==> src/hdl/rc4_pkg.sv <==
// Shared types and constants for the RC4 keystream cipher unit.
// No dependencies; rc4_if, rc4_keystream_cipher_unit and rc4_mod import it.
`default_nettype none

package rc4_pkg;

  localparam int BYTE_W = 8;    // key and data byte width
  localparam int LEN_W  = 9;    // state length register width
  localparam int MOD_XW = 10;   // widest sum reduced by the modulo unit
  localparam int MOD_KW = 4;    // shift count of the modulo unit
  localparam int RES_W  = 8;    // remainder width (always below 256)

  localparam logic [LEN_W-1:0] LEN_RESET = 9'd256;
  localparam logic [LEN_W-1:0] LEN_MIN   = 9'd2;

  localparam logic OP_KEY  = 1'b0;
  localparam logic OP_DATA = 1'b1;

  typedef enum logic [4:0] {
    ST_FILL,
    ST_IDLE,
    ST_D_MI,
    ST_D_RI,
    ST_D_MJ0,
    ST_D_MJ,
    ST_D_RJ,
    ST_D_W1,
    ST_D_W2,
    ST_D_MT,
    ST_D_KS,
    ST_D_OUT,
    ST_K_RA,
    ST_K_M0,
    ST_K_MW,
    ST_K_W1,
    ST_K_W2
  } seq_state_t;

  typedef struct packed {
    logic              start;
    logic [MOD_XW-1:0] x;
  } mod_req_t;

endpackage

`default_nettype wire

==> src/hdl/rc4_if.sv <==
// Valid/ready channel interfaces for the RC4 unit: input beats, result beats
// and the state length write port. Depends on rc4_pkg.
`default_nettype none

interface rc4_in_if import rc4_pkg::*; ();
  logic              valid;
  logic              ready;
  logic              opcode;
  logic [BYTE_W-1:0] in_byte;
  logic              last;

  modport source (output valid, output opcode, output in_byte, output last, input ready);
  modport sink   (input valid, input opcode, input in_byte, input last, output ready);
endinterface

interface rc4_out_if import rc4_pkg::*; ();
  logic              valid;
  logic              ready;
  logic [BYTE_W-1:0] out_byte;
  logic              last_out;

  modport source (output valid, output out_byte, output last_out, input ready);
  modport sink   (input valid, input out_byte, input last_out, output ready);
endinterface

interface rc4_cfg_if import rc4_pkg::*; ();
  logic             valid;
  logic             ready;
  logic [LEN_W-1:0] state_len;

  modport source (output valid, output state_len, input ready);
  modport sink   (input valid, input state_len, output ready);
endinterface

`default_nettype wire

==> src/hdl/rc4_keystream_cipher_unit.sv <==
// RC4 keystream cipher unit with a programmable permutation length.
//
// Channels: in_ch carries one beat per key byte (opcode 0) or data byte
// (opcode 1); out_ch returns one beat per data byte, the byte XORed with
// the keystream plus a copy of its last flag. Key beats return nothing.
// cfg_ch writes the state length (saturated to 2..MAX_STATE); it is always
// ready and must only be written while the unit is idle.
// A key beat without last set leaves the unit idle, ready for the next beat.
// A key beat with last set starts the key schedule: an identity fill of all
// MAX_STATE entries, then for each of the first state length entries a read,
// a remainder and a swap. A data beat holds in_ch ready low after it is
// accepted and offers its result in the cycle ready returns, so the unit takes
// no new beat before it is through with the last. These steps come from the
// single permutation RAM port and the shared remainder unit; a remainder takes
// one more compare-subtract step per bit that the sum's top bit lies above the
// length's. After reset the unit fills all MAX_STATE permutation entries with
// identity and accepts no beat meanwhile. A result waits in an output register;
// a stalled receiver holds the unit only once the next result is ready to be written.
// Depends on rc4_pkg, rc4_if, rc4_ram and rc4_mod.
`default_nettype none

module rc4_keystream_cipher_unit import rc4_pkg::*; #(
  parameter int MAX_STATE = 256,
  parameter int MAX_KEY   = 256
) (
  input  wire logic clk,
  input  wire logic rst_n,
  rc4_in_if.sink    in_ch,
  rc4_out_if.source out_ch,
  rc4_cfg_if.sink   cfg_ch
);

  localparam int IW = $clog2(MAX_STATE);
  localparam int KW = (MAX_KEY > 1) ? $clog2(MAX_KEY) : 1;
  localparam int CW = $clog2(MAX_KEY + 1);

  seq_state_t state_r, state_nxt;

  logic [LEN_W-1:0]  state_len_r;
  logic [IW-1:0]     gen_i_r, gen_i_nxt;
  logic [IW-1:0]     gen_j_r, gen_j_nxt;
  logic [IW-1:0]     si_r, si_nxt;
  logic [IW-1:0]     a_r, a_nxt;
  logic [IW-1:0]     b_r, b_nxt;
  logic [IW-1:0]     n_r, n_nxt;
  logic [KW-1:0]     kidx_r, kidx_nxt;
  logic [CW-1:0]     key_count_r, key_count_nxt;
  logic              sched_r, sched_nxt;
  logic [BYTE_W-1:0] data_r, data_nxt;
  logic              dlast_r, dlast_nxt;
  logic              out_valid_r, out_valid_nxt;
  logic [BYTE_W-1:0] out_byte_r, out_byte_nxt;
  logic              last_out_r, last_out_nxt;

  logic [LEN_W-1:0]  len;
  logic [IW-1:0]     len_last;
  logic              in_accept;
  logic              out_free;
  logic              key_room;
  logic [BYTE_W-1:0] kb;

  logic              p_we;
  logic [IW-1:0]     p_waddr, p_wdata, p_raddr, p_rdata;
  logic              k_we;
  logic [BYTE_W-1:0] k_rdata;

  mod_req_t          mod_req;
  logic              mod_done;
  logic [RES_W-1:0]  mod_res;

  rc4_ram #(.W(IW), .D(MAX_STATE)) u_perm (
    .clk   (clk),
    .we    (p_we),
    .waddr (p_waddr),
    .wdata (p_wdata),
    .raddr (p_raddr),
    .rdata (p_rdata)
  );

  rc4_ram #(.W(BYTE_W), .D(MAX_KEY)) u_key (
    .clk   (clk),
    .we    (k_we),
    .waddr (key_count_r[KW-1:0]),
    .wdata (in_ch.in_byte),
    .raddr (kidx_r),
    .rdata (k_rdata)
  );

  rc4_mod u_mod (
    .clk   (clk),
    .rst_n (rst_n),
    .req   (mod_req),
    .len   (len),
    .done  (mod_done),
    .res   (mod_res)
  );

  always_comb begin
    if (state_len_r < LEN_MIN) begin
      len = LEN_MIN;
    end else if (state_len_r > LEN_W'(MAX_STATE)) begin
      len = LEN_W'(MAX_STATE);
    end else begin
      len = state_len_r;
    end
  end

  assign len_last  = IW'(len - LEN_W'(1));
  assign in_accept = in_ch.valid && in_ch.ready;
  assign out_free  = !out_valid_r || out_ch.ready;
  assign key_room  = key_count_r < CW'(MAX_KEY);
  assign k_we      = in_accept && (in_ch.opcode == OP_KEY) && key_room;
  assign kb        = (key_count_r == '0) ? '0 : k_rdata;

  assign in_ch.ready     = (state_r == ST_IDLE);
  assign cfg_ch.ready    = 1'b1;
  assign out_ch.valid    = out_valid_r;
  assign out_ch.out_byte = out_byte_r;
  assign out_ch.last_out = last_out_r;

  always_comb begin
    state_nxt     = state_r;
    gen_i_nxt     = gen_i_r;
    gen_j_nxt     = gen_j_r;
    si_nxt        = si_r;
    a_nxt         = a_r;
    b_nxt         = b_r;
    n_nxt         = n_r;
    kidx_nxt      = kidx_r;
    key_count_nxt = key_count_r;
    sched_nxt     = sched_r;
    data_nxt      = data_r;
    dlast_nxt     = dlast_r;
    out_valid_nxt = out_valid_r && !out_ch.ready;
    out_byte_nxt  = out_byte_r;
    last_out_nxt  = last_out_r;
    p_we          = 1'b0;
    p_waddr       = '0;
    p_wdata       = '0;
    p_raddr       = '0;
    mod_req       = '0;

    case (state_r)
      ST_FILL: begin
        p_we    = 1'b1;
        p_waddr = n_r;
        p_wdata = n_r;
        n_nxt   = n_r + IW'(1);
        if (n_r == IW'(MAX_STATE - 1)) begin
          if (sched_r) begin
            sched_nxt = 1'b0;
            a_nxt     = '0;
            b_nxt     = '0;
            kidx_nxt  = '0;
            state_nxt = ST_K_RA;
          end else begin
            state_nxt = ST_IDLE;
          end
        end
      end
      ST_IDLE: begin
        if (in_accept) begin
          if (in_ch.opcode == OP_DATA) begin
            data_nxt      = in_ch.in_byte;
            dlast_nxt     = in_ch.last;
            mod_req.start = 1'b1;
            mod_req.x     = MOD_XW'(gen_i_r) + MOD_XW'(1);
            state_nxt     = ST_D_MI;
          end else begin
            if (key_room) begin
              key_count_nxt = key_count_r + CW'(1);
            end
            // A last flag starts the schedule even when the byte was dropped.
            if (in_ch.last) begin
              sched_nxt = 1'b1;
              n_nxt     = '0;
              state_nxt = ST_FILL;
            end
          end
        end
      end
      ST_D_MI: begin
        if (mod_done) begin
          gen_i_nxt = IW'(mod_res);
          state_nxt = ST_D_RI;
        end
      end
      ST_D_RI: begin
        p_raddr   = gen_i_r;
        state_nxt = ST_D_MJ0;
      end
      ST_D_MJ0: begin
        si_nxt        = p_rdata;
        mod_req.start = 1'b1;
        mod_req.x     = MOD_XW'(gen_j_r) + MOD_XW'(p_rdata);
        state_nxt     = ST_D_MJ;
      end
      ST_D_MJ: begin
        if (mod_done) begin
          gen_j_nxt = IW'(mod_res);
          state_nxt = ST_D_RJ;
        end
      end
      ST_D_RJ: begin
        p_raddr   = gen_j_r;
        state_nxt = ST_D_W1;
      end
      ST_D_W1: begin
        // Swap the two entries while the keystream index is reduced.
        p_we          = 1'b1;
        p_waddr       = gen_i_r;
        p_wdata       = p_rdata;
        mod_req.start = 1'b1;
        mod_req.x     = MOD_XW'(si_r) + MOD_XW'(p_rdata);
        state_nxt     = ST_D_W2;
      end
      ST_D_W2: begin
        p_we      = 1'b1;
        p_waddr   = gen_j_r;
        p_wdata   = si_r;
        state_nxt = ST_D_MT;
      end
      ST_D_MT: begin
        if (mod_done) begin
          p_raddr   = IW'(mod_res);
          state_nxt = ST_D_KS;
        end
      end
      ST_D_KS: begin
        if (out_free) begin
          out_valid_nxt = 1'b1;
          out_byte_nxt  = data_r ^ BYTE_W'(p_rdata);
          last_out_nxt  = dlast_r;
          state_nxt     = ST_IDLE;
        end else begin
          data_nxt  = data_r ^ BYTE_W'(p_rdata);
          state_nxt = ST_D_OUT;
        end
      end
      ST_D_OUT: begin
        if (out_free) begin
          out_valid_nxt = 1'b1;
          out_byte_nxt  = data_r;
          last_out_nxt  = dlast_r;
          state_nxt     = ST_IDLE;
        end
      end
      ST_K_RA: begin
        p_raddr   = a_r;
        state_nxt = ST_K_M0;
      end
      ST_K_M0: begin
        si_nxt        = p_rdata;
        mod_req.start = 1'b1;
        mod_req.x     = MOD_XW'(b_r) + MOD_XW'(p_rdata) + MOD_XW'(kb);
        state_nxt     = ST_K_MW;
      end
      ST_K_MW: begin
        if (mod_done) begin
          b_nxt     = IW'(mod_res);
          p_raddr   = IW'(mod_res);
          state_nxt = ST_K_W1;
        end
      end
      ST_K_W1: begin
        p_we      = 1'b1;
        p_waddr   = a_r;
        p_wdata   = p_rdata;
        state_nxt = ST_K_W2;
      end
      ST_K_W2: begin
        p_we    = 1'b1;
        p_waddr = b_r;
        p_wdata = si_r;
        if (a_r == len_last) begin
          gen_i_nxt     = '0;
          gen_j_nxt     = '0;
          key_count_nxt = '0;
          state_nxt     = ST_IDLE;
        end else begin
          a_nxt = a_r + IW'(1);
          // The key bytes are used cyclically over the bytes held.
          if (CW'(kidx_r) + CW'(1) == key_count_r) begin
            kidx_nxt = '0;
          end else begin
            kidx_nxt = kidx_r + KW'(1);
          end
          state_nxt = ST_K_RA;
        end
      end
      default: begin
        state_nxt = ST_IDLE;
      end
    endcase
  end

  always_ff @(posedge clk) begin
    if (!rst_n) begin
      state_r     <= ST_FILL;
      state_len_r <= LEN_RESET;
      gen_i_r     <= '0;
      gen_j_r     <= '0;
      n_r         <= '0;
      key_count_r <= '0;
      sched_r     <= 1'b0;
      out_valid_r <= 1'b0;
    end else begin
      state_r     <= state_nxt;
      gen_i_r     <= gen_i_nxt;
      gen_j_r     <= gen_j_nxt;
      n_r         <= n_nxt;
      key_count_r <= key_count_nxt;
      sched_r     <= sched_nxt;
      out_valid_r <= out_valid_nxt;
      if (cfg_ch.valid && cfg_ch.ready) begin
        state_len_r <= cfg_ch.state_len;
      end
    end
  end

  always_ff @(posedge clk) begin
    si_r       <= si_nxt;
    a_r        <= a_nxt;
    b_r        <= b_nxt;
    kidx_r     <= kidx_nxt;
    data_r     <= data_nxt;
    dlast_r    <= dlast_nxt;
    out_byte_r <= out_byte_nxt;
    last_out_r <= last_out_nxt;
  end

  // The remainder unit only finishes in a state that waits for it.
  a_mod_done_expected: assert property (@(posedge clk) disable iff (!rst_n)
    mod_done |-> (state_r == ST_D_MI || state_r == ST_D_MJ ||
                  state_r == ST_D_MT || state_r == ST_K_MW))
    else $error("remainder result arrived outside a wait state");

  a_last_key_schedules: assert property (@(posedge clk) disable iff (!rst_n)
    (in_accept && in_ch.opcode == OP_KEY && in_ch.last) |=>
      (state_r == ST_FILL && sched_r))
    else $error("last key beat did not start the key schedule");

  a_key_count_bound: assert property (@(posedge clk) disable iff (!rst_n)
    key_count_r <= CW'(MAX_KEY))
    else $error("key count beyond key store depth");

  a_no_accept_in_schedule: assert property (@(posedge clk) disable iff (!rst_n)
    (state_r == ST_K_W2 && a_r != len_last) |=> !in_ch.ready)
    else $error("input accepted in the middle of the key schedule");

endmodule

`default_nettype wire

==> src/hdl/rc4_ram.sv <==
// Generic single-write, single-read RAM with a registered read port.
// No dependencies.
`default_nettype none

module rc4_ram #(
  parameter int W = 8,
  parameter int D = 256
) (
  input  wire logic                              clk,
  input  wire logic                              we,
  input  wire logic [((D > 1) ? $clog2(D) : 1)-1:0] waddr,
  input  wire logic [W-1:0]                      wdata,
  input  wire logic [((D > 1) ? $clog2(D) : 1)-1:0] raddr,
  output logic      [W-1:0]                      rdata
);

  logic [W-1:0] mem [D];
  logic [W-1:0] rdata_r;

  // Read returns the old contents when the same address is written.
  always_ff @(posedge clk) begin
    if (we) begin
      mem[waddr] <= wdata;
    end
    rdata_r <= mem[raddr];
  end

  assign rdata = rdata_r;

endmodule

`default_nettype wire

==> src/hdl/rc4_mod.sv <==
// Shared remainder unit: reduces a sum modulo the state length by restoring
// subtraction, one shifted compare-subtract per cycle. Depends on rc4_pkg.
`default_nettype none

module rc4_mod import rc4_pkg::*; (
  input  wire logic             clk,
  input  wire logic             rst_n,
  input  wire mod_req_t         req,
  input  wire logic [LEN_W-1:0] len,
  output logic                  done,
  output logic      [RES_W-1:0] res
);

  localparam int MOD_DW = MOD_XW + LEN_W - 1;

  logic [MOD_XW-1:0] x_r, x_nxt;
  logic [MOD_KW-1:0] k_r, k_nxt;
  logic              busy_r, busy_nxt;
  logic              done_r, done_nxt;

  logic [MOD_KW-1:0] mx, ml, k_start;
  logic [MOD_DW-1:0] d_sh, x_wide;

  function automatic logic [MOD_KW-1:0] msb_pos(input logic [MOD_XW-1:0] v);
    logic [MOD_KW-1:0] p;
    p = '0;
    for (int i = 0; i < MOD_XW; i++) begin
      if (v[i]) begin
        p = MOD_KW'(i);
      end
    end
    return p;
  endfunction

  // The first step lines the divisor's top bit up with the sum's top bit.
  always_comb begin
    mx      = msb_pos(req.x);
    ml      = msb_pos(MOD_XW'(len));
    k_start = (mx > ml) ? (mx - ml) : '0;
  end

  always_comb begin
    d_sh     = MOD_DW'(len) << k_r;
    x_wide   = MOD_DW'(x_r);
    x_nxt    = x_r;
    k_nxt    = k_r;
    busy_nxt = busy_r;
    done_nxt = 1'b0;
    if (req.start) begin
      x_nxt    = req.x;
      k_nxt    = k_start;
      busy_nxt = 1'b1;
    end else if (busy_r) begin
      if (x_wide >= d_sh) begin
        x_nxt = MOD_XW'(x_wide - d_sh);
      end
      if (k_r == '0) begin
        busy_nxt = 1'b0;
        done_nxt = 1'b1;
      end else begin
        k_nxt = k_r - MOD_KW'(1);
      end
    end
  end

  always_ff @(posedge clk) begin
    if (!rst_n) begin
      busy_r <= 1'b0;
      done_r <= 1'b0;
    end else begin
      busy_r <= busy_nxt;
      done_r <= done_nxt;
    end
  end

  always_ff @(posedge clk) begin
    x_r <= x_nxt;
    k_r <= k_nxt;
  end

  assign done = done_r;
  assign res  = x_r[RES_W-1:0];

endmodule

`default_nettype wire
==> src/flat_wrapper.sv <==
// flat-port wrapper written by rule: the top's interface ports become plain ports
module rc4_keystream_cipher_unit_flat import rc4_pkg::*;
#(
  parameter int MAX_STATE = 256,
  parameter int MAX_KEY   = 256
)
  (clk, rst_n, in_ch_valid, in_ch_opcode, in_ch_in_byte, in_ch_last, in_ch_ready, out_ch_valid, out_ch_out_byte, out_ch_last_out, out_ch_ready, cfg_ch_valid, cfg_ch_state_len, cfg_ch_ready);
  rc4_in_if in_ch_i ();
  rc4_out_if out_ch_i ();
  rc4_cfg_if cfg_ch_i ();
  input  wire logic clk;
  input  wire logic rst_n;
  input wire logic [$bits(in_ch_i.valid)-1:0] in_ch_valid;
  input wire logic [$bits(in_ch_i.opcode)-1:0] in_ch_opcode;
  input wire logic [$bits(in_ch_i.in_byte)-1:0] in_ch_in_byte;
  input wire logic [$bits(in_ch_i.last)-1:0] in_ch_last;
  output wire logic [$bits(in_ch_i.ready)-1:0] in_ch_ready;
  output wire logic [$bits(out_ch_i.valid)-1:0] out_ch_valid;
  output wire logic [$bits(out_ch_i.out_byte)-1:0] out_ch_out_byte;
  output wire logic [$bits(out_ch_i.last_out)-1:0] out_ch_last_out;
  input wire logic [$bits(out_ch_i.ready)-1:0] out_ch_ready;
  input wire logic [$bits(cfg_ch_i.valid)-1:0] cfg_ch_valid;
  input wire logic [$bits(cfg_ch_i.state_len)-1:0] cfg_ch_state_len;
  output wire logic [$bits(cfg_ch_i.ready)-1:0] cfg_ch_ready;
  assign in_ch_i.valid = in_ch_valid;
  assign in_ch_i.opcode = in_ch_opcode;
  assign in_ch_i.in_byte = in_ch_in_byte;
  assign in_ch_i.last = in_ch_last;
  assign in_ch_ready = in_ch_i.ready;
  assign out_ch_valid = out_ch_i.valid;
  assign out_ch_out_byte = out_ch_i.out_byte;
  assign out_ch_last_out = out_ch_i.last_out;
  assign out_ch_i.ready = out_ch_ready;
  assign cfg_ch_i.valid = cfg_ch_valid;
  assign cfg_ch_i.state_len = cfg_ch_state_len;
  assign cfg_ch_ready = cfg_ch_i.ready;
  rc4_keystream_cipher_unit #(.MAX_STATE(MAX_STATE), .MAX_KEY(MAX_KEY)) u_core (.clk(clk), .rst_n(rst_n), .in_ch(in_ch_i), .out_ch(out_ch_i), .cfg_ch(cfg_ch_i));
endmodule
==> config.mk <==
export PLATFORM = sky130hd
export DESIGN_NAME = rc4_keystream_cipher_unit_flat
export DESIGN_NICKNAME = d
export VERILOG_FILES = /design/src/hdl/rc4_pkg.sv /design/src/hdl/rc4_if.sv /design/src/hdl/rc4_keystream_cipher_unit.sv /design/src/hdl/rc4_ram.sv /design/src/hdl/rc4_mod.sv /design/src/flat_wrapper.sv
export SDC_FILE = /design/constraint.sdc
export NUM_CORES = 2
export LEC_CHECK = 0
export BUFFER_PORTS_ARGS = -buffer_cell sky130_fd_sc_hd__buf_2
export CORE_MARGIN = 2
export CORE_UTILIZATION = 55
export DETAILED_ROUTE_END_ITERATION = 16
export GPL_TIMING_DRIVEN = 1
export PLACE_DENSITY = 0.68
export SYNTH_ARGS = -nofsm -noshare
export SYNTH_HDL_FRONTEND = slang
export SYNTH_SLANG_ARGS = --single-unit
==> constraint.sdc <==
create_clock -name clk -period 8.3 [get_ports clk]
set_input_delay 0.83 -clock clk [delete_from_list [all_inputs] [get_ports clk]]
set_output_delay 0.83 -clock clk [all_outputs]
set_load 0.02 [all_outputs]
==> metrics list <==
* Final setup vio count: 0
- After technology mapping, the gate count stands at 10.2k.
* Detail-routed net length per standard cell: 29.9 um
- Setup crit start kind: register
- Failing checks: capacitance limit
* Remaining design rule violation count: 0
* Buffer cell driving the clock tree root: sky130_fd_sc_hd__clkbuf_16
* Iteration-0 DRC Markers: 13.6k
- Detailed-placement wirelength estimate: 266 mm
* Endpoint class of the critical path: register
- Top flip-flop cell by instance count after synthesis: sky130_fd_sc_hd__edfxtp_1
- Final estimated routing congestion in global placement: 0.924
- Largest family of logic cells by synthesized area: multiplexers
- Of the total synthesized cell area, the portion taken by AND, OR, NAND and NOR gates is 0.0828.
- For this run, the register share of the synthesized area comes to 0.746.
- In this design, the stage delay of the slowest critical-path cell is 0.84 ns.
- Ordered list of cells on the worst path: nor2b_1, nand2_1, nor2_1, mux2_2, ha_1, fa_1, a21oi_1, nor2_1, nor2_1, o21bai_1, a21oi_1, xnor2_1, o22ai_1, a21oi_1, a31o_2, a21oi_1, ha_1, inv_1, fa_1, a21o_1, a21oi_1, a41oi_1, nand2_1, o22ai_1
- After clock tree synthesis, the clock-pin slew on the worst setup and hold paths is 0.06 ns.
* Number of synthesized flops with an enable pin: 4160
* Result of the run: finished with violations
- Lkg Pwr: 60.5 nW
- Of the total synthesized cell area, the portion taken by full adders, half adders and majority gates is 0.00414.
- Layout cell share with drive strength beyond 1: 0.147
- After clock tree synthesis, the repair step resized 0 gates.
* Synthesized area divided by synthesized cell count: 16.6 um^2
- Vias after detailed routing: 94.1k
- Required arrival time at the worst endpoint: 8.95 ns
- The min-delay analysis places its worst path in the category primary input to register.
- Static timing analysis puts the maximum clock frequency at 0.154 GHz.
- Number of placed instances, taps included: 13.9k
- GRT Residual Overflow: 0
* Count of buffers added by post-CTS timing repair for setup: 0
- Die Height: 559 um
- Final Hold Viols: 0
* Net count after synthesis: 10.3k
- Final hold analysis gives a worst-case slack of 0.122 ns.
- Most area-hungry cell type in the Yosys netlist: sky130_fd_sc_hd__edfxtp_1
* First-pass GRT wire length: 635 mm
* Register bit count reported by yosys: 4227
- Among all cell types in the netlist, the one instantiated most often is sky130_fd_sc_hd__edfxtp_1.
- In the routed layout, each cell is associated on average with a via count of 6.44.
- Power Density: 258 mW/mm^2
- At the pin with the least slew margin, the transition time is 1.48 ns.
- The tool flagged a number of max-cap violations equal to 1.
- Starting utilization of the core area: 0.553
- The net count of the finished layout is 10.3k.
* TritonCTS clock tree: yes
* Post-route fraction of the period consumed by the critical path: 0.783
- The smallest clock period supported by the final layout is computed as 6.50 ns.
* End-of-flow core utilization: 0.610
- Ranking of synthesized cells by area: sky130_fd_sc_hd__edfxtp_1 74%, sky130_fd_sc_hd__mux4_2 9.1%, sky130_fd_sc_hd__nand2_1 3.6%, sky130_fd_sc_hd__nand3_1 1.8%, sky130_fd_sc_hd__nor2_1 1.4%
- The share of synthesized area in the top cell type comes to 0.738.
* Number of slew-limit violations in the final report: 0
- The clock passes through at most 4 buffers.
- DRT Pass-1 Iters: 8
- Post-synthesis to final-layout area growth: 10.4%
* Number of hold buffers added after cts: 0
- 36 I/O pins were placed.
* Number of unique standard cell types used by synthesis: 89
- Placed inst area: 0.173 mm^2
* Routed Antenna Nets: 0
- Critical path peak fanout: 26
- Measured against its own limit, the worst slew margin works out to 0.00879.
- After routing the design area is 0.187 mm^2.
- Mux contribution to synthesized area: 0.104
- Standard-cell rows: 203
- Total Routed Length: 437 mm
- Highest ir drop seen on vdd: 0.277 mV
- All-Layer GR Usage: 0.279
- The total area inside the core boundary comes to 0.306 mm^2.
- During synthesis, Yosys emitted a total of 0 warnings.
- Commonest cells in the netlist: 4160 x sky130_fd_sc_hd__edfxtp_1, 1608 x sky130_fd_sc_hd__nand2_1, 680 x sky130_fd_sc_hd__mux4_2, 630 x sky130_fd_sc_hd__nor2_1, 621 x sky130_fd_sc_hd__nand3_1
- Aggregate negative setup slack: 0 ns
- After synthesis the cells add up to 0.169 mm^2.
- Antenna violations before repair: 14
- The count of buffers added on input and output ports is 34.
* Maximum level of the CTS H-tree: 5
- Counting flops with an async set or reset pin after synthesis yields a share of 0.
* Post-Route Skew: 0.0753 ns
* Final standard cell count with taps included and fillers excluded: 14.6k
- Of the total synthesized cell area, the portion taken by XOR and XNOR cells is 0.00476.
- Setup repair after global routing missed its margin: no
- The floorplan step defined a die boundary enclosing 0.312 mm^2.
- The cell that appears most often on the critical path is sky130_fd_sc_hd__a21oi_1.
* TritonCTS buffer count: 417
- Clk Latency, worst-skew pair: 0.97 ns
- For the worst setup path, the data arrival time is 7.15 ns.
- Cell at the slowest stage of the critical path: sky130_fd_sc_hd__dfxtp_1
* Worst Setup Path Type: register to register
* Pin count of the biggest net entering global routing: 205
- Die Width: 559 um
* Via count of the first global-routing pass: 91.4k
- Clock sink total: 4227
- The area fraction in compound gates after synthesis is 0.0398.
==> metal layers <==
layer  global-route usage  vias up  routed length [um]
li1                     -    39800                   -
met1                0.400    48400              171000
met2                0.432     5128              205000
met3               0.0508      758               43500
met4                0.101       10               17000
met5                    0        -                  50
==> worst paths after layout <==
| check | start | to | slack (ns) | cells after the start |
|---|---|---|---|---|
| max reg2reg | u_core.state_r[0] | u_core.u_mod.k_r[3] | 1.80 | 24 |
| min reg2reg | u_core.dlast_r | u_core.out_ch.last_out | 0.44 | 0 |
| max | u_core.state_r[0] | u_core.u_mod.k_r[3] | 1.80 | 24 |
| min | cfg_ch_state_len[8] | u_core.state_len_r[8] | 0.12 | 3 |
==> layout by cell type, fill, tap and decap left out, types with 29 or more instances in the layout <==
cell type                      n
sky130_fd_sc_hd__a22oi_1      49
sky130_fd_sc_hd__clkinv_1    105
sky130_fd_sc_hd__a32oi_1      65
sky130_fd_sc_hd__mux4_2      680
sky130_fd_sc_hd__edfxtp_1   4160
sky130_fd_sc_hd__mux2i_1     215
sky130_fd_sc_hd__clkbuf_16   424
sky130_fd_sc_hd__clkbuf_1     93
sky130_fd_sc_hd__a31oi_1     134
sky130_fd_sc_hd__o21ai_0      98
sky130_fd_sc_hd__nor2_1      628
sky130_fd_sc_hd__dfxtp_1      67
sky130_fd_sc_hd__o22ai_1      38
sky130_fd_sc_hd__xnor2_1      55
sky130_fd_sc_hd__nor3_1       54
sky130_fd_sc_hd__xor2_1       37
sky130_fd_sc_hd__nor2b_1      46
sky130_fd_sc_hd__inv_1        39
sky130_fd_sc_hd__clkinv_2     75
sky130_fd_sc_hd__nand2_1    1604
sky130_fd_sc_hd__a221oi_1     29
sky130_fd_sc_hd__o221ai_1     44
sky130_fd_sc_hd__and3_1      102
sky130_fd_sc_hd__ha_1         48
sky130_fd_sc_hd__buf_4       152
sky130_fd_sc_hd__a211oi_1     48
sky130_fd_sc_hd__nand3_1     621
sky130_fd_sc_hd__a21oi_1     243
sky130_fd_sc_hd__nand4_1      58
==> power breakdown <==
part	leakage (nW)	switching (mW)	internal, mW	total, mW
Clock	6.46	8.00	10.3	18.3
Sequential	38.4	0.296	24.4	24.7
Combinational	15.6	3.74	1.51	5.25
Total	60.5	12.0	36.2	48.3
==> state kept, by name (all words and copies together), names as in the netlist, 9 cells and up <==
register	count
u_core.key_count_r	9
u_core.u_mod.x_r	10
u_core.u_perm.mem	2048
u_core.state_len_r	9
u_core.u_key.mem	2048
==> logic make-up after synthesis <==
| logic type | after synthesis |
|---|---|
| DFF | 4227 |
| adders and majority gates | 53 |
| buffers and inverters | 680 |
| xor gates and xnor gates | 92 |
| and+or+nand+nor | 3241 |
| AOI/OAI and AO/OA | 977 |
| muxes | 914 |
| other | 1 |
==> area by class of cell <==
class	instances	area, um^2
timing repair buffer	207	1800
sequential	4227	126000
antenna	3	7.51
tap	4100	5130
clock inverter	239	2180
inverter	49	244
multi-input combinational	5278	40100
fill	21800	119000
clock buffer	524	11100
==> per-stage QoR <==
stage | power (mW) | worst slack [ns]
after floorplan | 28.1 | 2.89
after global placement | 30.2 | 1.81
after detailed placement | 30.3 | 1.96
after CTS | 48.3 | 1.94
after global routing | 49.5 | 1.40
final | 48.3 | 1.80
==> worst max-delay path: cells and delay by family, from the launching register on <==
kind | cells | cell delay [ns]
multiplexers | 1 | 0.41
XOR/XNOR | 1 | 0.10
AO/OA/AOI/OAI | 11 | 1.68
AND/OR/NAND/NOR | 6 | 1.81
flip-flops | 1 | 0.84
adder cells (fa/ha/maj) | 4 | 1.30
buffers and inverters | 1 | 0.07
(Power assumes the default switching activity.)
